--- config.mk ---
export PLATFORM = sky130hd
export DESIGN_NAME = breakpoint_watchpoint_debug_unit
export DESIGN_NICKNAME = d
export VERILOG_FILES = /design/src/hdl/bwdu_pkg.sv /design/src/hdl/bwdu_ram.sv /design/src/hdl/bwdu_ctrl.sv /design/src/hdl/bwdu_dpath.sv /design/src/hdl/breakpoint_watchpoint_debug_unit.sv
export SDC_FILE = /design/constraint.sdc
export NUM_CORES = 2
export LEC_CHECK = 0
export BUFFER_PORTS_ARGS = -buffer_cell sky130_fd_sc_hd__buf_2
export CAP_MARGIN = 20
export CORE_MARGIN = 1
export CORE_UTILIZATION = 55
export CTS_BUF_LIST = sky130_fd_sc_hd__clkbuf_8
export CTS_CLUSTER_DIAMETER = 200
export DETAILED_ROUTE_END_ITERATION = 8
export GPL_ROUTABILITY_DRIVEN = 0
export PLACE_DENSITY = 0.82
export SYNTH_ARGS = -nofsm -noshare
export SYNTH_HDL_FRONTEND = slang
export SYNTH_HIERARCHICAL = 1
export SYNTH_SLANG_ARGS = --single-unit
export TNS_END_PERCENT = 20
--- constraint.sdc ---
create_clock -name clk -period 17.7 [get_ports clk]
set_input_delay 0.885 -clock clk [delete_from_list [all_inputs] [get_ports clk]]
set_output_delay 0.885 -clock clk [all_outputs]
set_load 0.01 [all_outputs]
--- src/hdl/bwdu_pkg.sv ---
// ----------------------------------------------------------------------------
// Breakpoint and watchpoint debug unit package
// Shared item types, request and cause codes, and controller commands.
// ----------------------------------------------------------------------------
package bwdu_pkg;

  localparam logic [3:0] REQ_BEFORE_INSTR = 4'd0;
  localparam logic [3:0] REQ_AFTER_INSTR  = 4'd1;
  localparam logic [3:0] REQ_MEM_READ     = 4'd2;
  localparam logic [3:0] REQ_MEM_WRITE    = 4'd3;
  localparam logic [3:0] REQ_ADD_BP       = 4'd4;
  localparam logic [3:0] REQ_REM_BP       = 4'd5;
  localparam logic [3:0] REQ_ADD_RD_WP    = 4'd6;
  localparam logic [3:0] REQ_REM_RD_WP    = 4'd7;
  localparam logic [3:0] REQ_ADD_WR_WP    = 4'd8;
  localparam logic [3:0] REQ_REM_WR_WP    = 4'd9;
  localparam logic [3:0] REQ_PAUSE        = 4'd10;
  localparam logic [3:0] REQ_CONTINUE     = 4'd11;
  localparam logic [3:0] REQ_STEP         = 4'd12;

  localparam logic [2:0] CAUSE_NONE     = 3'd0;
  localparam logic [2:0] CAUSE_BP       = 3'd1;
  localparam logic [2:0] CAUSE_STEP     = 3'd2;
  localparam logic [2:0] CAUSE_RD_WATCH = 3'd3;
  localparam logic [2:0] CAUSE_WR_WATCH = 3'd4;
  localparam logic [2:0] CAUSE_PAUSE    = 3'd5;

  typedef struct packed {
    logic [3:0]  req_type;
    logic [31:0] address;
  } in_item_t;

  typedef struct packed {
    logic        ok;
    logic        halted;
    logic [2:0]  halt_cause;
    logic [31:0] halt_address;
  } out_item_t;

  typedef struct packed {
    logic load;
    logic rd_scan;
    logic rd_last;
    logic cmp;
    logic idx_inc;
    logic finish;
  } cmd_t;

  typedef struct packed {
    logic need_scan;
    logic empty;
    logic hit;
    logic idx_last;
    logic is_remove;
  } sts_t;

endpackage

--- src/hdl/bwdu_ram.sv ---
// ----------------------------------------------------------------------------
// Generic single-port-write RAM
// One write port and one read port with registered read data.
// ----------------------------------------------------------------------------
module bwdu_ram #(
  parameter int WIDTH = 32,
  parameter int DEPTH = 16,
  parameter int AW    = (DEPTH > 1) ? $clog2(DEPTH) : 1
) (
  input  logic             clk,
  input  logic             we,
  input  logic [AW-1:0]    waddr,
  input  logic [WIDTH-1:0] wdata,
  input  logic             re,
  input  logic [AW-1:0]    raddr,
  output logic [WIDTH-1:0] rdata
);

  logic [WIDTH-1:0] mem [DEPTH];

  always_ff @(posedge clk) begin
    if (we) begin
      mem[waddr] <= wdata;
    end
    if (re) begin
      rdata <= mem[raddr];
    end
  end

endmodule

--- src/hdl/bwdu_ctrl.sv ---
// ----------------------------------------------------------------------------
// Debug unit controller
// Sequences one item: dispatch, table scan, entry move and final update.
// ----------------------------------------------------------------------------
module bwdu_ctrl (
  input  logic          clk,
  input  logic          rst_n,
  input  logic          start,
  output logic          busy,
  input  bwdu_pkg::sts_t sts,
  output bwdu_pkg::cmd_t cmd
);

  typedef enum logic [5:0] {
    ST_IDLE     = 6'b000001,
    ST_DISPATCH = 6'b000010,
    ST_READ     = 6'b000100,
    ST_COMPARE  = 6'b001000,
    ST_MOVE_RD  = 6'b010000,
    ST_FINISH   = 6'b100000
  } state_t;

  state_t state_r;
  state_t state_nxt;

  always_comb begin
    state_nxt = state_r;
    cmd       = '0;
    unique case (state_r)
      ST_IDLE: begin
        if (start) begin
          cmd.load  = 1'b1;
          state_nxt = ST_DISPATCH;
        end
      end
      ST_DISPATCH: begin
        if (sts.need_scan && !sts.empty) begin
          state_nxt = ST_READ;
        end else begin
          state_nxt = ST_FINISH;
        end
      end
      ST_READ: begin
        cmd.rd_scan = 1'b1;
        state_nxt   = ST_COMPARE;
      end
      ST_COMPARE: begin
        cmd.cmp = 1'b1;
        if (sts.hit) begin
          state_nxt = sts.is_remove ? ST_MOVE_RD : ST_FINISH;
        end else begin
          cmd.idx_inc = 1'b1;
          state_nxt   = sts.idx_last ? ST_FINISH : ST_READ;
        end
      end
      ST_MOVE_RD: begin
        cmd.rd_last = 1'b1;
        state_nxt   = ST_FINISH;
      end
      ST_FINISH: begin
        cmd.finish = 1'b1;
        state_nxt  = ST_IDLE;
      end
      default: begin
        state_nxt = ST_IDLE;
      end
    endcase
  end

  always_ff @(posedge clk) begin
    if (!rst_n) begin
      state_r <= ST_IDLE;
    end else begin
      state_r <= state_nxt;
    end
  end

  assign busy = (state_r != ST_IDLE);

endmodule

--- src/hdl/bwdu_dpath.sv ---
// ----------------------------------------------------------------------------
// Debug unit datapath
// Holds the three address tables, their fill counts, the halt state and the
// result register.
// ----------------------------------------------------------------------------
module bwdu_dpath #(
  parameter int BP_ENTRIES    = 16,
  parameter int WATCH_ENTRIES = 16
) (
  input  logic                clk,
  input  logic                rst_n,
  input  bwdu_pkg::in_item_t  in_data,
  input  bwdu_pkg::cmd_t      cmd,
  output bwdu_pkg::sts_t      sts,
  output logic                out_valid,
  output bwdu_pkg::out_item_t out_data
);

  localparam int BP_AW  = (BP_ENTRIES > 1) ? $clog2(BP_ENTRIES) : 1;
  localparam int WP_AW  = (WATCH_ENTRIES > 1) ? $clog2(WATCH_ENTRIES) : 1;
  localparam int BP_CW  = $clog2(BP_ENTRIES + 1);
  localparam int WP_CW  = $clog2(WATCH_ENTRIES + 1);
  localparam int MAX_E  = (BP_ENTRIES > WATCH_ENTRIES) ? BP_ENTRIES : WATCH_ENTRIES;
  localparam int CW     = $clog2(MAX_E + 1);
  localparam logic [BP_CW-1:0] BP_CAP = BP_CW'(BP_ENTRIES);
  localparam logic [WP_CW-1:0] WP_CAP = WP_CW'(WATCH_ENTRIES);

  logic [3:0]       req_r;
  logic [31:0]      addr_r;
  logic [CW-1:0]    idx_r;
  logic             found_r;
  logic [BP_CW-1:0] bp_used_r, bp_used_nxt;
  logic [WP_CW-1:0] rw_used_r, rw_used_nxt;
  logic [WP_CW-1:0] ww_used_r, ww_used_nxt;
  logic             halted_r, halted_nxt;
  logic             stepping_r, stepping_nxt;
  logic [2:0]       cause_r, cause_nxt;
  logic [31:0]      stop_addr_r, stop_addr_nxt;
  logic             skip_r, skip_nxt;
  logic [31:0]      skip_addr_r, skip_addr_nxt;
  logic             out_valid_r;
  bwdu_pkg::out_item_t out_data_r;

  logic        sel_bp, sel_rw, sel_ww;
  logic [CW-1:0] used_sel;
  logic        full_sel;
  logic [31:0] rdata_sel;
  logic [31:0] bp_rdata, rw_rdata, ww_rdata;
  logic        add_we, rem_we, ok;
  logic        do_halt;
  logic [2:0]  halt_cause;
  logic [31:0] halt_addr;
  logic        skip_hit;

  logic [BP_AW-1:0] bp_waddr, bp_raddr;
  logic [WP_AW-1:0] rw_waddr, rw_raddr, ww_waddr, ww_raddr;
  logic [31:0]      wdata;

  assign sel_bp = (req_r == bwdu_pkg::REQ_BEFORE_INSTR) || (req_r == bwdu_pkg::REQ_ADD_BP) ||
                  (req_r == bwdu_pkg::REQ_REM_BP);
  assign sel_rw = (req_r == bwdu_pkg::REQ_MEM_READ) || (req_r == bwdu_pkg::REQ_ADD_RD_WP) ||
                  (req_r == bwdu_pkg::REQ_REM_RD_WP);
  assign sel_ww = (req_r == bwdu_pkg::REQ_MEM_WRITE) || (req_r == bwdu_pkg::REQ_ADD_WR_WP) ||
                  (req_r == bwdu_pkg::REQ_REM_WR_WP);

  always_comb begin
    used_sel  = '0;
    full_sel  = 1'b0;
    rdata_sel = ww_rdata;
    if (sel_bp) begin
      used_sel  = CW'(bp_used_r);
      full_sel  = (bp_used_r == BP_CAP);
      rdata_sel = bp_rdata;
    end else if (sel_rw) begin
      used_sel  = CW'(rw_used_r);
      full_sel  = (rw_used_r == WP_CAP);
      rdata_sel = rw_rdata;
    end else if (sel_ww) begin
      used_sel  = CW'(ww_used_r);
      full_sel  = (ww_used_r == WP_CAP);
    end
  end

  assign skip_hit = skip_r && (skip_addr_r == addr_r);

  always_comb begin
    case (req_r) inside
      bwdu_pkg::REQ_BEFORE_INSTR: sts.need_scan = !halted_r && !skip_hit;
      bwdu_pkg::REQ_MEM_READ, bwdu_pkg::REQ_MEM_WRITE,
      bwdu_pkg::REQ_ADD_BP, bwdu_pkg::REQ_REM_BP,
      bwdu_pkg::REQ_ADD_RD_WP, bwdu_pkg::REQ_REM_RD_WP,
      bwdu_pkg::REQ_ADD_WR_WP, bwdu_pkg::REQ_REM_WR_WP: sts.need_scan = 1'b1;
      default: sts.need_scan = 1'b0;
    endcase
    sts.empty     = (used_sel == '0);
    sts.hit       = (rdata_sel == addr_r);
    sts.idx_last  = (({1'b0, idx_r} + 1'b1) == {1'b0, used_sel});
    sts.is_remove = (req_r == bwdu_pkg::REQ_REM_BP) || (req_r == bwdu_pkg::REQ_REM_RD_WP) ||
                    (req_r == bwdu_pkg::REQ_REM_WR_WP);
  end

  always_comb begin
    halted_nxt    = halted_r;
    stepping_nxt  = stepping_r;
    cause_nxt     = cause_r;
    stop_addr_nxt = stop_addr_r;
    skip_nxt      = skip_r;
    skip_addr_nxt = skip_addr_r;
    ok            = 1'b1;
    add_we        = 1'b0;
    rem_we        = 1'b0;
    do_halt       = 1'b0;
    halt_cause    = bwdu_pkg::CAUSE_NONE;
    halt_addr     = addr_r;
    if (cmd.finish) begin
      case (req_r) inside
        bwdu_pkg::REQ_BEFORE_INSTR: begin
          if (halted_r) begin
            ok = 1'b0;
          end else begin
            skip_nxt = 1'b0;
            if (found_r) begin
              do_halt    = 1'b1;
              halt_cause = bwdu_pkg::CAUSE_BP;
              ok         = 1'b0;
            end
          end
        end
        bwdu_pkg::REQ_AFTER_INSTR: begin
          if (stepping_r && !halted_r) begin
            do_halt    = 1'b1;
            halt_cause = bwdu_pkg::CAUSE_STEP;
          end
        end
        bwdu_pkg::REQ_MEM_READ: begin
          do_halt    = found_r;
          halt_cause = bwdu_pkg::CAUSE_RD_WATCH;
        end
        bwdu_pkg::REQ_MEM_WRITE: begin
          do_halt    = found_r;
          halt_cause = bwdu_pkg::CAUSE_WR_WATCH;
        end
        bwdu_pkg::REQ_ADD_BP, bwdu_pkg::REQ_ADD_RD_WP, bwdu_pkg::REQ_ADD_WR_WP: begin
          if (!found_r) begin
            ok     = !full_sel;
            add_we = !full_sel;
          end
        end
        bwdu_pkg::REQ_REM_BP, bwdu_pkg::REQ_REM_RD_WP, bwdu_pkg::REQ_REM_WR_WP: begin
          ok     = found_r;
          rem_we = found_r;
        end
        bwdu_pkg::REQ_PAUSE: begin
          do_halt    = 1'b1;
          halt_cause = bwdu_pkg::CAUSE_PAUSE;
          halt_addr  = '0;
        end
        bwdu_pkg::REQ_CONTINUE, bwdu_pkg::REQ_STEP: begin
          skip_nxt      = (cause_r == bwdu_pkg::CAUSE_BP);
          skip_addr_nxt = stop_addr_r;
          halted_nxt    = 1'b0;
          stepping_nxt  = (req_r == bwdu_pkg::REQ_STEP);
          cause_nxt     = bwdu_pkg::CAUSE_NONE;
        end
        default: begin
          ok = 1'b1;
        end
      endcase
      if (do_halt) begin
        halted_nxt    = 1'b1;
        stepping_nxt  = 1'b0;
        cause_nxt     = halt_cause;
        stop_addr_nxt = halt_addr;
      end
    end
  end

  always_comb begin
    bp_used_nxt = bp_used_r;
    rw_used_nxt = rw_used_r;
    ww_used_nxt = ww_used_r;
    if (add_we) begin
      if (sel_bp) bp_used_nxt = bp_used_r + 1'b1;
      if (sel_rw) rw_used_nxt = rw_used_r + 1'b1;
      if (sel_ww) ww_used_nxt = ww_used_r + 1'b1;
    end else if (rem_we) begin
      if (sel_bp) bp_used_nxt = bp_used_r - 1'b1;
      if (sel_rw) rw_used_nxt = rw_used_r - 1'b1;
      if (sel_ww) ww_used_nxt = ww_used_r - 1'b1;
    end
  end

  assign wdata = add_we ? addr_r : rdata_sel;

  always_comb begin
    bp_waddr = add_we ? bp_used_r[BP_AW-1:0] : idx_r[BP_AW-1:0];
    rw_waddr = add_we ? rw_used_r[WP_AW-1:0] : idx_r[WP_AW-1:0];
    ww_waddr = add_we ? ww_used_r[WP_AW-1:0] : idx_r[WP_AW-1:0];
    bp_raddr = idx_r[BP_AW-1:0];
    rw_raddr = idx_r[WP_AW-1:0];
    ww_raddr = idx_r[WP_AW-1:0];
    if (cmd.rd_last) begin
      bp_raddr = BP_AW'(bp_used_r - 1'b1);
      rw_raddr = WP_AW'(rw_used_r - 1'b1);
      ww_raddr = WP_AW'(ww_used_r - 1'b1);
    end
  end

  bwdu_ram #(.WIDTH(32), .DEPTH(BP_ENTRIES)) u_bp_ram (
    .clk   (clk),
    .we    ((add_we || rem_we) && sel_bp),
    .waddr (bp_waddr),
    .wdata (wdata),
    .re    ((cmd.rd_scan || cmd.rd_last) && sel_bp),
    .raddr (bp_raddr),
    .rdata (bp_rdata)
  );

  bwdu_ram #(.WIDTH(32), .DEPTH(WATCH_ENTRIES)) u_rw_ram (
    .clk   (clk),
    .we    ((add_we || rem_we) && sel_rw),
    .waddr (rw_waddr),
    .wdata (wdata),
    .re    ((cmd.rd_scan || cmd.rd_last) && sel_rw),
    .raddr (rw_raddr),
    .rdata (rw_rdata)
  );

  bwdu_ram #(.WIDTH(32), .DEPTH(WATCH_ENTRIES)) u_ww_ram (
    .clk   (clk),
    .we    ((add_we || rem_we) && sel_ww),
    .waddr (ww_waddr),
    .wdata (wdata),
    .re    ((cmd.rd_scan || cmd.rd_last) && sel_ww),
    .raddr (ww_raddr),
    .rdata (ww_rdata)
  );

  always_ff @(posedge clk) begin
    if (cmd.load) begin
      req_r  <= in_data.req_type;
      addr_r <= in_data.address;
    end
    if (cmd.finish) begin
      out_data_r.ok           <= ok;
      out_data_r.halted       <= halted_nxt;
      out_data_r.halt_cause   <= cause_nxt;
      out_data_r.halt_address <= stop_addr_nxt;
    end
    if (cmd.load) begin
      idx_r <= '0;
    end else if (cmd.idx_inc) begin
      idx_r <= idx_r + 1'b1;
    end
  end

  always_ff @(posedge clk) begin
    if (!rst_n) begin
      found_r     <= 1'b0;
      bp_used_r   <= '0;
      rw_used_r   <= '0;
      ww_used_r   <= '0;
      halted_r    <= 1'b0;
      stepping_r  <= 1'b0;
      cause_r     <= bwdu_pkg::CAUSE_NONE;
      stop_addr_r <= '0;
      skip_r      <= 1'b0;
      skip_addr_r <= '0;
      out_valid_r <= 1'b0;
    end else begin
      if (cmd.load) begin
        found_r <= 1'b0;
      end else if (cmd.cmp && sts.hit) begin
        found_r <= 1'b1;
      end
      bp_used_r   <= bp_used_nxt;
      rw_used_r   <= rw_used_nxt;
      ww_used_r   <= ww_used_nxt;
      halted_r    <= halted_nxt;
      stepping_r  <= stepping_nxt;
      cause_r     <= cause_nxt;
      stop_addr_r <= stop_addr_nxt;
      skip_r      <= skip_nxt;
      skip_addr_r <= skip_addr_nxt;
      out_valid_r <= cmd.finish;
    end
  end

  assign out_valid = out_valid_r;
  assign out_data  = out_data_r;

endmodule

--- src/hdl/breakpoint_watchpoint_debug_unit.sv ---
// ----------------------------------------------------------------------------
// Breakpoint and watchpoint debug unit
// Keeps breakpoint, read watchpoint and write watchpoint address tables and
// the halt state of a debugged processor.
//
// An item (request type and address) transfers at a rising edge with start
// high and busy low. Busy stays high until the item is done. Its result
// appears on out_data for exactly one cycle with out_valid high; the
// receiver cannot hold it off, and it must sample the result in that cycle.
//
// Table requests and watched events scan the selected table one entry at a
// time through its RAM, reading and then comparing each entry, and stop at
// the first match. A removal that finds its address also reads the last
// entry to move it into the freed slot. A new item can transfer in the
// cycle the previous result is shown.
//
// After reset all tables are empty, the unit runs (not halted) with no
// cause and no recorded address. Table contents need no clearing pass.
// ----------------------------------------------------------------------------
module breakpoint_watchpoint_debug_unit #(
  parameter int BP_ENTRIES    = 16,
  parameter int WATCH_ENTRIES = 16
) (
  input  logic                clk,
  input  logic                rst_n,
  input  logic                start,
  output logic                busy,
  input  bwdu_pkg::in_item_t  in_data,
  output logic                out_valid,
  output bwdu_pkg::out_item_t out_data
);

  bwdu_pkg::cmd_t cmd;
  bwdu_pkg::sts_t sts;

  bwdu_ctrl u_ctrl (
    .clk   (clk),
    .rst_n (rst_n),
    .start (start),
    .busy  (busy),
    .sts   (sts),
    .cmd   (cmd)
  );

  bwdu_dpath #(
    .BP_ENTRIES    (BP_ENTRIES),
    .WATCH_ENTRIES (WATCH_ENTRIES)
  ) u_dpath (
    .clk       (clk),
    .rst_n     (rst_n),
    .in_data   (in_data),
    .cmd       (cmd),
    .sts       (sts),
    .out_valid (out_valid),
    .out_data  (out_data)
  );

endmodule
==> reports/results.txt <==
worst skew pair latency = 1.02 ns
fmax = 0.169 GHz
most common cell in the synthesized netlist = edfxtp_1
TritonCTS clock tree = built
share of layout cells above drive strength 1 = 0.251
largest area contributor in the synthesized netlist = edfxtp_1
Critical Path Fanout Max = 36
full die area = 0.129 mm²
clk sinks = 1,803
ranking of synthesized cells by area = edfxtp_1, mux4_2, dfxtp_1
Pleak = 25.3 nW
Max-slew headroom = 0.223
YS warnings = 6
global-route wire length before repair = 249 mm
final WL = 173 mm
number of H-tree levels = 5
Place WS = 11.72 ns
Final Cell Area = 0.0791 mm²
final-report hold violation count = 0
Max IR drop VDD = 0.0607 mV
Critical Path AT = 6.63 ns
port bufs = 77
setup TNS = 0 ns
Die X = 360 µm
Area Overhead vs Synth = 12.5%
Final Power = 0.00820 W
vias post-DR = 37,900
hold path startpoint = in_data[3]
Die H = 360 µm
WL/cell = 29.8 µm
Hold WC Path Type = in -> reg
Final ANT Viol Nets = 0
Synth async-reset ratio = 0
Top Layer Used = met5
core outline area = 0.126 mm²
Crit Path Category = reg -> reg
final setup violation count = 0
cell count after synthesis = 3,645
Slew @ Worst Pin = 1.16 ns
DRC violation count after routing = 0
Setup Fix Bufs, Post-CTS = 0
Worst-path clk slew = 0.07 ns
WL met2 = 79.7 mm
Pwr Density = 104 mW/mm²
clk buf depth = 4
DR iter-0 viols = 5,457
syn_nets = 3,694
HPWL after detailed placement = 102 mm
Placed Area = 0.0736 mm²
num rows = 130
Post-Syn Area per Cell = 19.3 µm²
Final Cycle Share = 0.335
setup ws final = 11.77 ns
most instantiated cells after synthesis = edfxtp_1, mux4_2, nand2_1
max-cap viol count = 0
cell area after synthesis = 0.0703 mm²
vias in the first global route = 37,700
Final Core Density = 0.627
fin nets = 3,984
Initial Utilization = 0.557
routed metal-1 wire length = 60.5 mm
Crit Reg-Reg Startpoint = u_ctrl/state_r[3]
Slew Viols, Final = 0
# resized after CTS = 0
vias per cell = 6.54
GRT overflow = 0
met3 routed WL = 23.0 mm
Post-synth top flop = edfxtp_1
Tot GR Track Use = 0.267
RSZ-0062 raised after global routing = no
crit path launch type = flop
Filler cells = 7,945
Setup Skew = 0.0967 ns
count of cell types in the netlist = 74
Worst EP required = 18.40 ns
Post-synth EDFFs = 1,705
crit path time final = 5.93 ns
Critical Path Start = u_ctrl/state_r[3]
Yosys top cell area share = 0.728
I/O pin count = 78
initial antenna violation count = 6
FF+latch count, synth = 1,803
outcome = finished clean
crit end category = flop
Clk Tree Root Cell = clkbuf_8
DRT Pass-1 Iters = 7
largest net degree at the start of global routing = 129
register area share after synthesis = 0.756
Num CTS Buffers = 288
-- layout by cell type (no fill, tap or decap), drive strengths merged, types with 9 or more instances in the layout --
master / count
edfxtp: 1705
mux4: 384
clkbuf: 307
nand2: 253
a22oi: 196
buf: 182
nor2: 141
inv: 121
o21ai: 109
dfxtp: 98
clkinv: 84
mux2i: 78
a21oi: 69
xnor2: 63
and2: 45
nand2b: 44
nor3: 33
dlygate4sd3: 24
nor2b: 19
nand3: 16
xor2: 15
nand4: 14
nand3b: 13
nor4: 12
ha: 10
clkinvlp: 9
-- what timing repair did --
| item | CTS | global route |
|---|---|---|
| endpoints found under the setup margin | 0 | 0 |
| hold endpoints to repair | 24 | 0 |
| hold buffers | 24 | 0 |
-- path summary, 6_finish.rpt --
check             depth (start not counted)  slack, ns                          to
hold reg to reg                           2       0.45          u_dpath/stepping_r
setup / recovery                         11      11.77  u_dpath/u_ww_ram/rdata[25]
hold / removal                            1       0.08           u_dpath/addr_r[3]
setup reg to reg                         11      11.77  u_dpath/u_ww_ram/rdata[25]
-- sequential cells by signal, indices dropped and copies added (netlist names), 3 cells and up --
| name | count |
|---|---|
| u_ctrl/state_r | 6 |
| u_dpath/addr_r | 32 |
| u_dpath/bp_used_r | 5 |
| u_dpath/cause_r | 3 |
| u_dpath/idx_r | 5 |
| u_dpath/out_data | 37 |
| u_dpath/req_r | 4 |
| u_dpath/rw_used_r | 5 |
| u_dpath/skip_addr_r | 32 |
| u_dpath/stop_addr_r | 32 |
| u_dpath/u_bp_ram/mem | 512 |
| u_dpath/u_bp_ram/rdata | 32 |
| u_dpath/u_rw_ram/mem | 512 |
| u_dpath/u_rw_ram/rdata | 32 |
| u_dpath/u_ww_ram/mem | 512 |
| u_dpath/u_ww_ram/rdata | 32 |
| u_dpath/ww_used_r | 5 |
-- layer usage --
metal  vias to the layer above  track usage
li1                      15400            -
met1                     19100        0.352
met2                      2853        0.404
met3                       520       0.0841
met4                         2        0.133
met5                         -            0
-- layout make-up --
type / instances / area, µm² / area share
repair buffers: 208 / 1780 / 0.0226
well taps: 1650 / 2060 / 0.0261
flip-flops and latches: 1803 / 53200 / 0.672
multi-input cells: 1606 / 16900 / 0.214
diodes: 3 / 7.51 / 0.0000949
clock buffers: 305 / 4200 / 0.0531
clock inverters: 190 / 901 / 0.0114
inverters: 28 / 105 / 0.00133
-- power by group --
part / leakage (nW) / internal, W / switching [W]
sequential: 16.3 / 0.00471 / 0.0000264
combinational: 6.09 / 0.0000498 / 0.000190
clock: 2.94 / 0.00165 / 0.00158
-- critical path: stages, from the launching register on --
cell and delay (ns):
dfxtp_1 0.40, nor4_1 0.49, and2_1 0.73, inv_1 0.33, o21ai_4 0.44, buf_12 0.25
buf_4 0.60, buf_4 0.69, buf_4 0.71, mux4_2 0.60, a22oi_1 0.21, nand2_1 0.08
-- cell families after synthesis --
family,synth area share
AOI/OAI and AO/OA,0.0410
xor gates and xnor gates,0.00972
adders and majority gates,0.00178
buffers and inverters,0.0154
DFF,0.756
muxes,0.134
and+or+nand+nor,0.0417
-- through the flow --
step | cells | hold slack, ns
3_3_place_gp | 5243 | 0.436
3_5_place_dp | 5257 | 0.445
2_1_floorplan | 3645 | 0.427
6_report | 5793 | 0.0776
4_1_cts | 5776 | 0.00162
5_1_grt | 5792 | 0.0168
No activity file was read; power rests on OpenSTA's default activity.
